## src/design/trd_pkg.sv

```systemverilog
package trd_pkg;

    // Number of entries kept in the ring (1 to 63).
    localparam int RING_DEPTH = 32;
    localparam int PTR_W      = (RING_DEPTH > 1) ? $clog2(RING_DEPTH) : 1;

    localparam logic [31:0] SEQ_MAX = 32'hFFFF_FFFF;

    // Operation codes.
    localparam logic [1:0] OP_RECORD = 2'd0;
    localparam logic [1:0] OP_DRAIN  = 2'd1;
    localparam logic [1:0] OP_CLEAR  = 2'd2;

    // Result item kinds.
    localparam logic KIND_ENTRY   = 1'b0;
    localparam logic KIND_SUMMARY = 1'b1;

    typedef struct packed {
        logic [1:0]         operation;
        logic [47:0]        timestamp_us;
        logic [7:0]         op_code;
        logic signed [31:0] op_result;
        logic [31:0]        byte_count;
    } t_in_req;

    typedef struct packed {
        logic               item_kind;
        logic               is_last;
        logic [31:0]        entry_seq;
        logic [47:0]        entry_time;
        logic [7:0]         entry_op;
        logic signed [7:0]  entry_result;
        logic [31:0]        entry_bytes;
        logic [31:0]        lost_count;
        logic [31:0]        first_seq;
        logic [31:0]        last_seq;
        logic [5:0]         emitted_count;
        logic [31:0]        total_recorded;
    } t_out_item;

    // One stored ring entry. The sequence number is rebuilt while draining.
    typedef struct packed {
        logic [47:0]       time_us;
        logic [7:0]        op;
        logic signed [7:0] result;
        logic [31:0]       bytes;
    } t_slot;

    typedef struct packed {
        logic             we;
        logic [PTR_W-1:0] waddr;
        t_slot            wdata;
        logic             re;
        logic [PTR_W-1:0] raddr;
    } t_ram_req;

endpackage

```

## src/design/trd_entry_ram.sv

```systemverilog
module trd_entry_ram
    import trd_pkg::*;
(
    input  logic     i_clk,
    input  t_ram_req i_req,
    output t_slot    o_rdata
);

    t_slot r_mem [RING_DEPTH];
    t_slot r_rdata;

    always_ff @(posedge i_clk) begin
        if (i_req.we) begin
            r_mem[i_req.waddr] <= i_req.wdata;
        end
    end

    // Read data holds between reads.
    always_ff @(posedge i_clk) begin
        if (i_req.re) begin
            r_rdata <= r_mem[i_req.raddr];
        end
    end

    assign o_rdata = r_rdata;

endmodule

```

## src/design/trace_ring_record_drain_top.sv

```systemverilog
// Trace ring that keeps the newest RING_DEPTH records and overwrites the
// oldest. A record request writes one entry of the ring memory unless the
// sequence counter is saturated, so records stream in at one per cycle
// while no drain runs. A drain request walks the ring: the span, clip and
// length steps work out the span of unread entries, then each drained entry
// takes a memory read, then the output register load, and the summary item
// takes the end check, then the output register load; a load waits while
// the output side stalls. The single-port read of the ring memory sets the
// per-entry cost. No request is taken while a drain runs.
// A clear request restarts the sequence numbering and the drain mark; the
// memory keeps its contents but is never read before being written again.
// Results leave through an output register, so a finished item may wait for
// the consumer while the block already takes the next request.
module trace_ring_record_drain_top
    import trd_pkg::*;
(
    input  logic      i_clk,
    input  logic      i_rst_n,
    input  logic      i_in_valid,
    output logic      o_in_ready,
    input  t_in_req   i_in_req,
    output logic      o_out_valid,
    input  logic      i_out_ready,
    output t_out_item o_out_item
);

    localparam logic [2:0] S_IDLE  = 3'd0;
    localparam logic [2:0] S_SPAN  = 3'd1;
    localparam logic [2:0] S_CLIP  = 3'd2;
    localparam logic [2:0] S_LEN   = 3'd3;
    localparam logic [2:0] S_ISSUE = 3'd4;
    localparam logic [2:0] S_LOAD  = 3'd5;
    localparam logic [2:0] S_SUM   = 3'd6;

    localparam logic [PTR_W-1:0] PTR_LAST = PTR_W'(RING_DEPTH - 1);
    localparam logic [31:0]      DEPTH_32 = 32'(RING_DEPTH);
    localparam logic [31:0]      DEPTH_M1 = 32'(RING_DEPTH - 1);

    logic [2:0]       r_state, n_state;
    logic [31:0]      r_next_seq, n_next_seq;
    logic [31:0]      r_drained, n_drained;
    logic [PTR_W-1:0] r_wptr, n_wptr;
    logic [PTR_W-1:0] r_rptr, n_rptr;

    // Drain working registers.
    logic [31:0]      r_end, n_end;
    logic [31:0]      r_start, n_start;
    logic [31:0]      r_oldest, n_oldest;
    logic [31:0]      r_lost, n_lost;
    logic [31:0]      r_q, n_q;
    logic [31:0]      r_last, n_last;
    logic [PTR_W-1:0] r_ptr, n_ptr;
    logic [5:0]       r_remain, n_remain;
    logic [5:0]       r_emitted, n_emitted;

    logic             r_out_valid, n_out_valid;
    t_out_item        r_out, n_out;

    t_ram_req         ram_req;
    t_slot            ram_rdata;
    t_slot            rec_slot;
    logic             in_fire;
    logic             out_free;

    trd_entry_ram u_ram (
        .i_clk   (i_clk),
        .i_req   (ram_req),
        .o_rdata (ram_rdata)
    );

    assign o_in_ready  = (r_state == S_IDLE);
    assign in_fire     = i_in_valid && o_in_ready;
    assign out_free    = !r_out_valid || i_out_ready;
    assign o_out_valid = r_out_valid;
    assign o_out_item  = r_out;

    // Clamp the result to -127..127 before storing it.
    always_comb begin
        rec_slot.time_us = i_in_req.timestamp_us;
        rec_slot.op      = i_in_req.op_code;
        rec_slot.bytes   = i_in_req.byte_count;
        if (i_in_req.op_result < -32'sd127) begin
            rec_slot.result = -8'sd127;
        end else if (i_in_req.op_result > 32'sd127) begin
            rec_slot.result = 8'sd127;
        end else begin
            rec_slot.result = i_in_req.op_result[7:0];
        end
    end

    always_comb begin
        n_state     = r_state;
        n_next_seq  = r_next_seq;
        n_drained   = r_drained;
        n_wptr      = r_wptr;
        n_rptr      = r_rptr;
        n_end       = r_end;
        n_start     = r_start;
        n_oldest    = r_oldest;
        n_lost      = r_lost;
        n_q         = r_q;
        n_last      = r_last;
        n_ptr       = r_ptr;
        n_remain    = r_remain;
        n_emitted   = r_emitted;
        n_out       = r_out;
        n_out_valid = r_out_valid && !i_out_ready;

        ram_req       = '0;
        ram_req.waddr = r_wptr;
        ram_req.wdata = rec_slot;
        ram_req.raddr = r_ptr;

        unique case (r_state)
            S_IDLE: begin
                if (in_fire) begin
                    unique case (i_in_req.operation)
                        OP_RECORD: begin
                            // A saturated sequence counter drops the record.
                            if (r_next_seq != SEQ_MAX) begin
                                ram_req.we = 1'b1;
                                n_next_seq = r_next_seq + 32'd1;
                                n_wptr     = (r_wptr == PTR_LAST) ? '0 : r_wptr + 1'b1;
                            end
                        end
                        OP_DRAIN: begin
                            n_end   = r_next_seq - 32'd1;
                            n_start = r_drained + 32'd1;
                            n_state = S_SPAN;
                        end
                        OP_CLEAR: begin
                            n_next_seq = 32'd1;
                            n_drained  = '0;
                            n_wptr     = '0;
                            n_rptr     = '0;
                        end
                        default: begin
                        end
                    endcase
                end
            end
            S_SPAN: begin
                n_oldest = (r_end >= DEPTH_32) ? r_end - DEPTH_M1 : 32'd1;
                n_state  = S_CLIP;
            end
            S_CLIP: begin
                // Unread entries older than the ring are lost; the walk then
                // starts at the oldest slot, which is the next write slot.
                if (r_start < r_oldest) begin
                    n_lost  = r_oldest - r_start;
                    n_start = r_oldest;
                    n_ptr   = r_wptr;
                end else begin
                    n_lost = '0;
                    n_ptr  = r_rptr;
                end
                n_drained = r_end;
                n_rptr    = r_wptr;
                n_state   = S_LEN;
            end
            S_LEN: begin
                n_remain  = 6'(r_end + 32'd1 - r_start);
                n_q       = r_start;
                n_emitted = '0;
                n_last    = '0;
                n_state   = S_ISSUE;
            end
            S_ISSUE: begin
                if (r_remain == '0) begin
                    n_state = S_SUM;
                end else begin
                    ram_req.re = 1'b1;
                    n_state    = S_LOAD;
                end
            end
            S_LOAD: begin
                if (out_free) begin
                    n_out              = '0;
                    n_out.item_kind    = KIND_ENTRY;
                    n_out.entry_seq    = r_q;
                    n_out.entry_time   = ram_rdata.time_us;
                    n_out.entry_op     = ram_rdata.op;
                    n_out.entry_result = ram_rdata.result;
                    n_out.entry_bytes  = ram_rdata.bytes;
                    n_out_valid        = 1'b1;
                    n_last             = r_q;
                    n_q                = r_q + 32'd1;
                    n_ptr              = (r_ptr == PTR_LAST) ? '0 : r_ptr + 1'b1;
                    n_remain           = r_remain - 6'd1;
                    n_emitted          = r_emitted + 6'd1;
                    n_state            = S_ISSUE;
                end
            end
            S_SUM: begin
                if (out_free) begin
                    n_out                = '0;
                    n_out.item_kind      = KIND_SUMMARY;
                    n_out.is_last        = 1'b1;
                    n_out.lost_count     = r_lost;
                    n_out.first_seq      = (r_emitted != '0) ? r_start : '0;
                    n_out.last_seq       = r_last;
                    n_out.emitted_count  = r_emitted;
                    n_out.total_recorded = r_end;
                    n_out_valid          = 1'b1;
                    n_state              = S_IDLE;
                end
            end
            default: begin
                n_state = S_IDLE;
            end
        endcase
    end

    always_ff @(posedge i_clk) begin
        if (!i_rst_n) begin
            r_state     <= S_IDLE;
            r_next_seq  <= 32'd1;
            r_drained   <= '0;
            r_wptr      <= '0;
            r_rptr      <= '0;
            r_out_valid <= 1'b0;
        end else begin
            r_state     <= n_state;
            r_next_seq  <= n_next_seq;
            r_drained   <= n_drained;
            r_wptr      <= n_wptr;
            r_rptr      <= n_rptr;
            r_out_valid <= n_out_valid;
        end
    end

    always_ff @(posedge i_clk) begin
        r_end     <= n_end;
        r_start   <= n_start;
        r_oldest  <= n_oldest;
        r_lost    <= n_lost;
        r_q       <= n_q;
        r_last    <= n_last;
        r_ptr     <= n_ptr;
        r_remain  <= n_remain;
        r_emitted <= n_emitted;
        r_out     <= n_out;
    end

endmodule

```

## config.mk

```make
export PLATFORM = sky130hd
export DESIGN_NAME = trace_ring_record_drain_top
export DESIGN_NICKNAME = d
export VERILOG_FILES = /design/src/design/trd_pkg.sv /design/src/design/trd_entry_ram.sv /design/src/design/trace_ring_record_drain_top.sv
export SDC_FILE = /design/constraint.sdc
export NUM_CORES = 2
export LEC_CHECK = 0
export ABC_CLOCK_PERIOD_IN_PS = 31600
export BUFFER_PORTS_ARGS = -buffer_cell sky130_fd_sc_hd__clkbuf_2
export CORE_UTILIZATION = 45
export DETAILED_ROUTE_END_ITERATION = 12
export PLACE_DENSITY = 0.7
export SYNTH_ARGS = -nofsm -noshare
export SYNTH_HDL_FRONTEND = slang
export SYNTH_SLANG_ARGS = --single-unit
```

## constraint.sdc

```tcl
create_clock -name i_clk -period 31.6 [get_ports i_clk]
set_input_delay 6.32 -clock i_clk [delete_from_list [all_inputs] [get_ports i_clk]]
set_output_delay 6.32 -clock i_clk [all_outputs]
set_load 0.01 [all_outputs]
```

---- Yosys cells after proc, flatten, opt, wreduce, memory -nomap -nowiden ----
Memories as Yosys holds them, arrays and structs flattened. A register that Yosys moved wholly into a read port is not among the register bits.
Index checks and enable logic that the tools add are counted.
storage, ports and cells
  register bits ........................... 551
  latch bits .............................. 0
  RAM bits ................................ 3072
  bits in read-only memories .............. 0
  input port bits ......................... 126
  output and inout port bits .............. 266
  logic and storage cells ................. 134
  memories ................................ 1
memory list
  memory       words  width  rd ports  clocked after memory_dff  write ports  RTL line            text
  u_ram.r_mem  32     96     1         1                         1            trd_entry_ram.sv:9  t_slot r_mem [RING_DEPTH];
cells by class
  $add $sub $neg .......................... 12
  $mul .................................... 0
  div/mod/pow operators ................... 0
  $lt $le $gt $ge ......................... 4
  equality and inequality tests ........... 18
  shift operators ......................... 0
  muxes and demuxes ....................... 49
  bitwise operators ....................... 0
  reduce and logical (&&, ||, !) cells .... 23
operators with widths
  kind                   number
  $mux 264               2
  $pmux 264 s2           1
  $pmux 32 s2            5
  $mux 32                9
  $add 32x1->32 const B  3
  $mux 5                 7
  $ge 32x6->1 const B    1
  $gt 32x8->1 const B    1
  $lt 32x32->1           1
  $lt 32x8->1 const B    1
  $ne 32x32->1 const B   1
  $sub 32x1->32 const B  1
  $sub 32x32->32         1
  $sub 32x5->32 const B  1
  $pmux 5 s2             3
  $pmux 6 s2             2
  $pmux 3 s7             1
  $mux 8                 2
  $add 6x1->6 const B    2
  $mux 3                 4
  $mux 6                 2
  $reduce_and 4->1       3
  $add 5x1->5 const B    2
  $eq 5x5->1 const B     2
  22 further kinds       48

---- Logic depth before layout (Yosys ltp) ----
  depth after elaboration ................. 7
  gate-level depth with buffers ........... 11
  gate-level depth less buffers ........... 11

---- Modules after synthesis ----
A second synthesis with hierarchy kept.
second synthesis, totals
  cell total of the unflattened synthesis .. 7748
  area, all modules ....................... 144678.8 um^2
by module, submodules not included
  module                       instances  cells each  area an instance (um^2)  seq. area each (um^2)
  trd_entry_ram                1          5604        119453.3                 95131.2
  trace_ring_record_drain_top  1          2144        25225.4                  15735.1

---- Least setup slack after synthesis ----
OpenSTA, ideal clock, no wires.
  path type ............................... input-to-reg
  start point ............................. input port i_out_ready
  end point ............................... register r_out, in the netlist o_out_item[0], enable pin
  data arrival time ....................... 19.055 ns
  path slack .............................. 11.569 ns
  cell stages on the path ................. 2
  buffers on the path ..................... 0
  cells stage by stage .................... nor2b_1 -> a21oi_1
on the way
  cells in the longest elaborated chain, start to end .. 3
ends and longest elaborated chain
  element                       RTL line                            text
  start, declared               trace_ring_record_drain_top.sv:23   input logic i_out_ready,
  $logic_or 1x1->1 *            trace_ring_record_drain_top.sv:73   assign out_free = !r_out_valid || i_out_ready;
  $ne 2x2->1 (no line)          -
  $reduce_and 3->1 (no line) *  -
  end signal, assigned          trace_ring_record_drain_top.sv:242  r_out <= n_out;
  end, declared                 trace_ring_record_drain_top.sv:57   t_out_item r_out, n_out;
Mark *: on every way between the ends. The rest lies on a longest branch, timed or not.
A chain may end at the register's enable or synchronous reset.

---- Final worst setup path ----
  start point ............................. input port i_in_req[120] (netlist bit)
  end point ............................... memory u_ram.r_mem[7][18] (netlist bit), enable pin
on the way
  cells in the longest elaborated chain, start to end .. 6
ends and longest elaborated chain
  element                       RTL line                            text
  start, declared               trace_ring_record_drain_top.sv:21   input t_in_req i_in_req,
  $logic_not 2->1               trace_ring_record_drain_top.sv:117  unique case (i_in_req.operation)
  $mux 1                        trace_ring_record_drain_top.sv:117
  $mux 1                        trace_ring_record_drain_top.sv:116  if (in_fire) begin
  $mux 1                        trace_ring_record_drain_top.sv:114  unique case (r_state)
  $mux 1                        trd_entry_ram.sv:13                 if (i_req.we) begin
  $mux 1 (not written as such)  trd_entry_ram.sv:14                 r_mem[i_req.waddr] <= i_req.wdata;
  end, declared                 trd_entry_ram.sv:9
No other way between the ends.

==> impl_metrics.tcl <==
set metrics [dict create \
    peakVddDrop_uv 53.3 \
    tns_ns 0 \
    die_h_microns 569 \
    multi_input_area_sq_um 32300 \
    tightest_slew_ns 1.34 \
    synth_top_area_share_pct 75.5 \
    clock_latency_ns 0.94 \
    synthTopCellsByArea "edfxtp_1, mux4_2, mux2i_1, and2_1, dfxtp_1" \
    r2r-end "u_ram.r_mem[7][18]$_DFFE_PP_" \
    finClkSkew_ns 0.113 \
    holdPathStages 1 \
    crit_slowest_cell "nor2_4" \
    slew-limit-headroom_pct 10.8 \
    wire_per_inst_microns 29.7 \
    crit_path_start_kind "input port" \
    dp_cells 11700 \
    p_leak_nw 52.1 \
    r2r_cells 8 \
    drtIter0Drc 8768 \
    clk_pin_slew_ns 0.07 \
    clock_sinks 3718 \
    path_delay_family "simple AND/OR/NAND/NOR gates" \
    regArea_sq_um 111000 \
    final_nets 7927 \
    cap_violations 0 \
    synth_edf_count 3640 \
    largest_reg_flops 3072 \
    p_per_area_nw_per_um2 62.4 \
    cts_resized 0 \
    crit_path_end_kind "flip-flop" \
    syn_area_per_cell_sq_um 20.0 \
    grt_max_degree 160 \
    hp-start "u_ram.o_rdata[62]$_DFFE_PP_" \
    postRouteAntennaNets 0 \
    ys_async_sr_fraction_pct 0 \
    synth_flop_cell "edfxtp_1" \
    area_delta_synth_final_pct 13.0 \
    yosysUniqueCellTypes 76 \
    grt_pass1_vias 73500 \
    worstHoldEndpoint "o_out_item[196]$_SDFFCE_PP0P_" \
    hold_viol 0 \
    worstPathArrival_ns 11.17 \
    yosysTopAreaCell "edfxtp_1" \
    rsz0062_at_grt "no" \
    htreeDepth 5 \
    stdcell_area_sq_um 164000 \
    drive_above_1_share_pct 23.5 \
    cts-root-buf "clkbuf_16" \
    max_freq_mhz 93.6 \
    cp_max_fo 48 \
    die_x_microns 569 \
    dp_hpwl_mm 207 \
    fp.coreArea_sq_um 319000 \
    vias_per_cell 6.00 \
    crit_chain "clkbuf_2 -> nand3b_1 -> a31oi_1 -> nor2b_1 -> nand2_1 -> nor2_4 -> buf_4 -> buf_4" \
    critPathKind "input port to flip-flop" \
    cts_tree "done" \
    post-route-drc-count 0 \
    ctsLongestPathBuffers 4 \
    largest-register "u_ram.r_mem" \
    drt-pass1-iter-count 5 \
    ys_seq_area_share_pct 76.5 \
    fill_cells 24900 \
    finalCriticalPeriod_ns 10.68 \
    gp_congestion 0.860 \
    start_util_pct 45.4 \
    slew_viol_final 0 \
    synth_commonest_cells "edfxtp_1, mux4_2, nand2_1, and2_1, mux2i_1" \
    grt_usage_pct 22.2 \
    status "complete, no violations" \
    cts-hold-fix-buffers 0 \
    vias 74000 \
    grt_overflow 0 \
    io_pins 392 \
    rr_startpoint "r_state[2]$_SDFFE_PN0P_" \
    post-synth-top-count-cell "edfxtp_1" \
    worstPathRequired_ns 32.09 \
    hp-class "flip-flop to flip-flop" \
    numCtsBuffers 367 \
    antenna_found_initial 45 \
    synth_fp_nets 7428 \
    worst-r2r-setup-slack_ns 25.83 \
    max_stage_delay_ns 1.11 \
    finalWirelength_mm 366 \
    fin_crit_sh_pct 33.8 \
    synth_warnings 0 \
    ys_ff_latch 3718 \
    place_area_sq_um 152000 \
    portBuffers 391 \
    synth_cells 7243 \
    postCtsSetupRepairBufs 0 \
    final_cells 12300 \
    setup_viol 0 \
    synth_area_sq_um 145000 \
    grt_first_pass_wirelength_mm 525 \
    timing.critical_path.mode_cell "buf_4" \
    design.die.area_sq_um 324000 \
    num_rows 207 \
    worst-path-buf-inv 3 \
]
cells by family (layout without fill, tap and decap cells):
kind of cell               Yosys count  after routing  share of synthesized area (%)
adders and majority gates           59             59                          0.520
muxes                             1011           1011                           13.4
AOI/OAI and AO/OA                  708            708                           3.14
DFF                               3718           3718                           76.5
buffers and inverters              459           1249                           1.35
other                                0             10                              0
and+or+nand+nor                   1119           1119                           4.00
xor gates and xnor gates           169            169                           1.02
cell type report:
cell class                 count  share of cell area [%]
antenna                       10                  0.0153
clock buffer                 450                    5.86
clock inverter               210                    1.35
inverter                      66                   0.157
multi-input combinational   3066                    19.7
sequential                  3718                    67.7
tap                         4284                    3.27
timing repair buffer         523                    1.89
routing by layer:
metal	share of wire (%)	track usage [%]	vias to the layer above
met5	0.046	0	-
met4	2.7	5.75	26
met3	9.1	4.30	616
met2	49	36.4	3966
met1	40	30.7	38800
li1	-	-	30600
worst register-to-register path: stages (launching register included):
cell and delay, ns:
dfxtp_1 0.41, nor3_2 0.38, nand3b_1 0.26, a31oi_1 0.24
nor2b_1 0.73, nand2_1 0.68, nor2_4 1.12, buf_4 0.64
buf_4 0.87
metrics by stage:
step	hold WS [ns]	util (%)	setup slack (ns)	power, mW
after floorplan	0.483	-	11.57	5.82
after global placement	0.501	47.6	20.08	6.01
after detailed placement	0.501	47.6	19.98	6.02
after CTS	0.495	51.3	20.94	10.3
after global routing	0.510	51.3	20.68	10.5
final	0.486	51.3	20.92	10.2
report_power, final:
group          total (mW)  switching [mW]  internal [mW]  leakage, nW
clock network        4.31            1.84           2.47         5.75
registers            5.45          0.0173           5.44         33.4
logic               0.457           0.297          0.160         13.0
total                10.2            2.16           8.07         52.1
placed cells by master (no fill, tap or decap), types with 72 or more instances in the layout:
cell type  count
mux4_2       742
o221ai_1     145
edfxtp_1    3640
nor2_1       192
buf_4        120
clkbuf_2     391
o22ai_1       75
dfxtp_1       78
clkbuf_16    371
o21ai_0      230
and2_1       267
xnor2_1       81
mux2i_1      234
clkinv_1      72
xor2_1        88
clkbuf_1      78
a21oi_1      122
nand2_1      268
how the worst max path moves through the flow:
stage                             start                           end  slack, ns  cells past startpoint
after global routing      i_in_req[120]  u_ram.r_mem[7][18]$_DFFE_PP_      20.68                      8
after CTS                 i_in_req[120]  u_ram.r_mem[1][67]$_DFFE_PP_      20.94                      8
after floorplan             i_out_ready   o_out_item[0]$_SDFFCE_PN0P_      11.57                      2
after global placement    i_in_req[120]  u_ram.r_mem[12][7]$_DFFE_PP_      20.08                      8
after detailed placement  i_in_req[120]   u_ram.r_mem[1][7]$_DFFE_PP_      19.98                      8
final                     i_in_req[120]  u_ram.r_mem[7][18]$_DFFE_PP_      20.92                      8
Power figures use the tool's default switching activity.
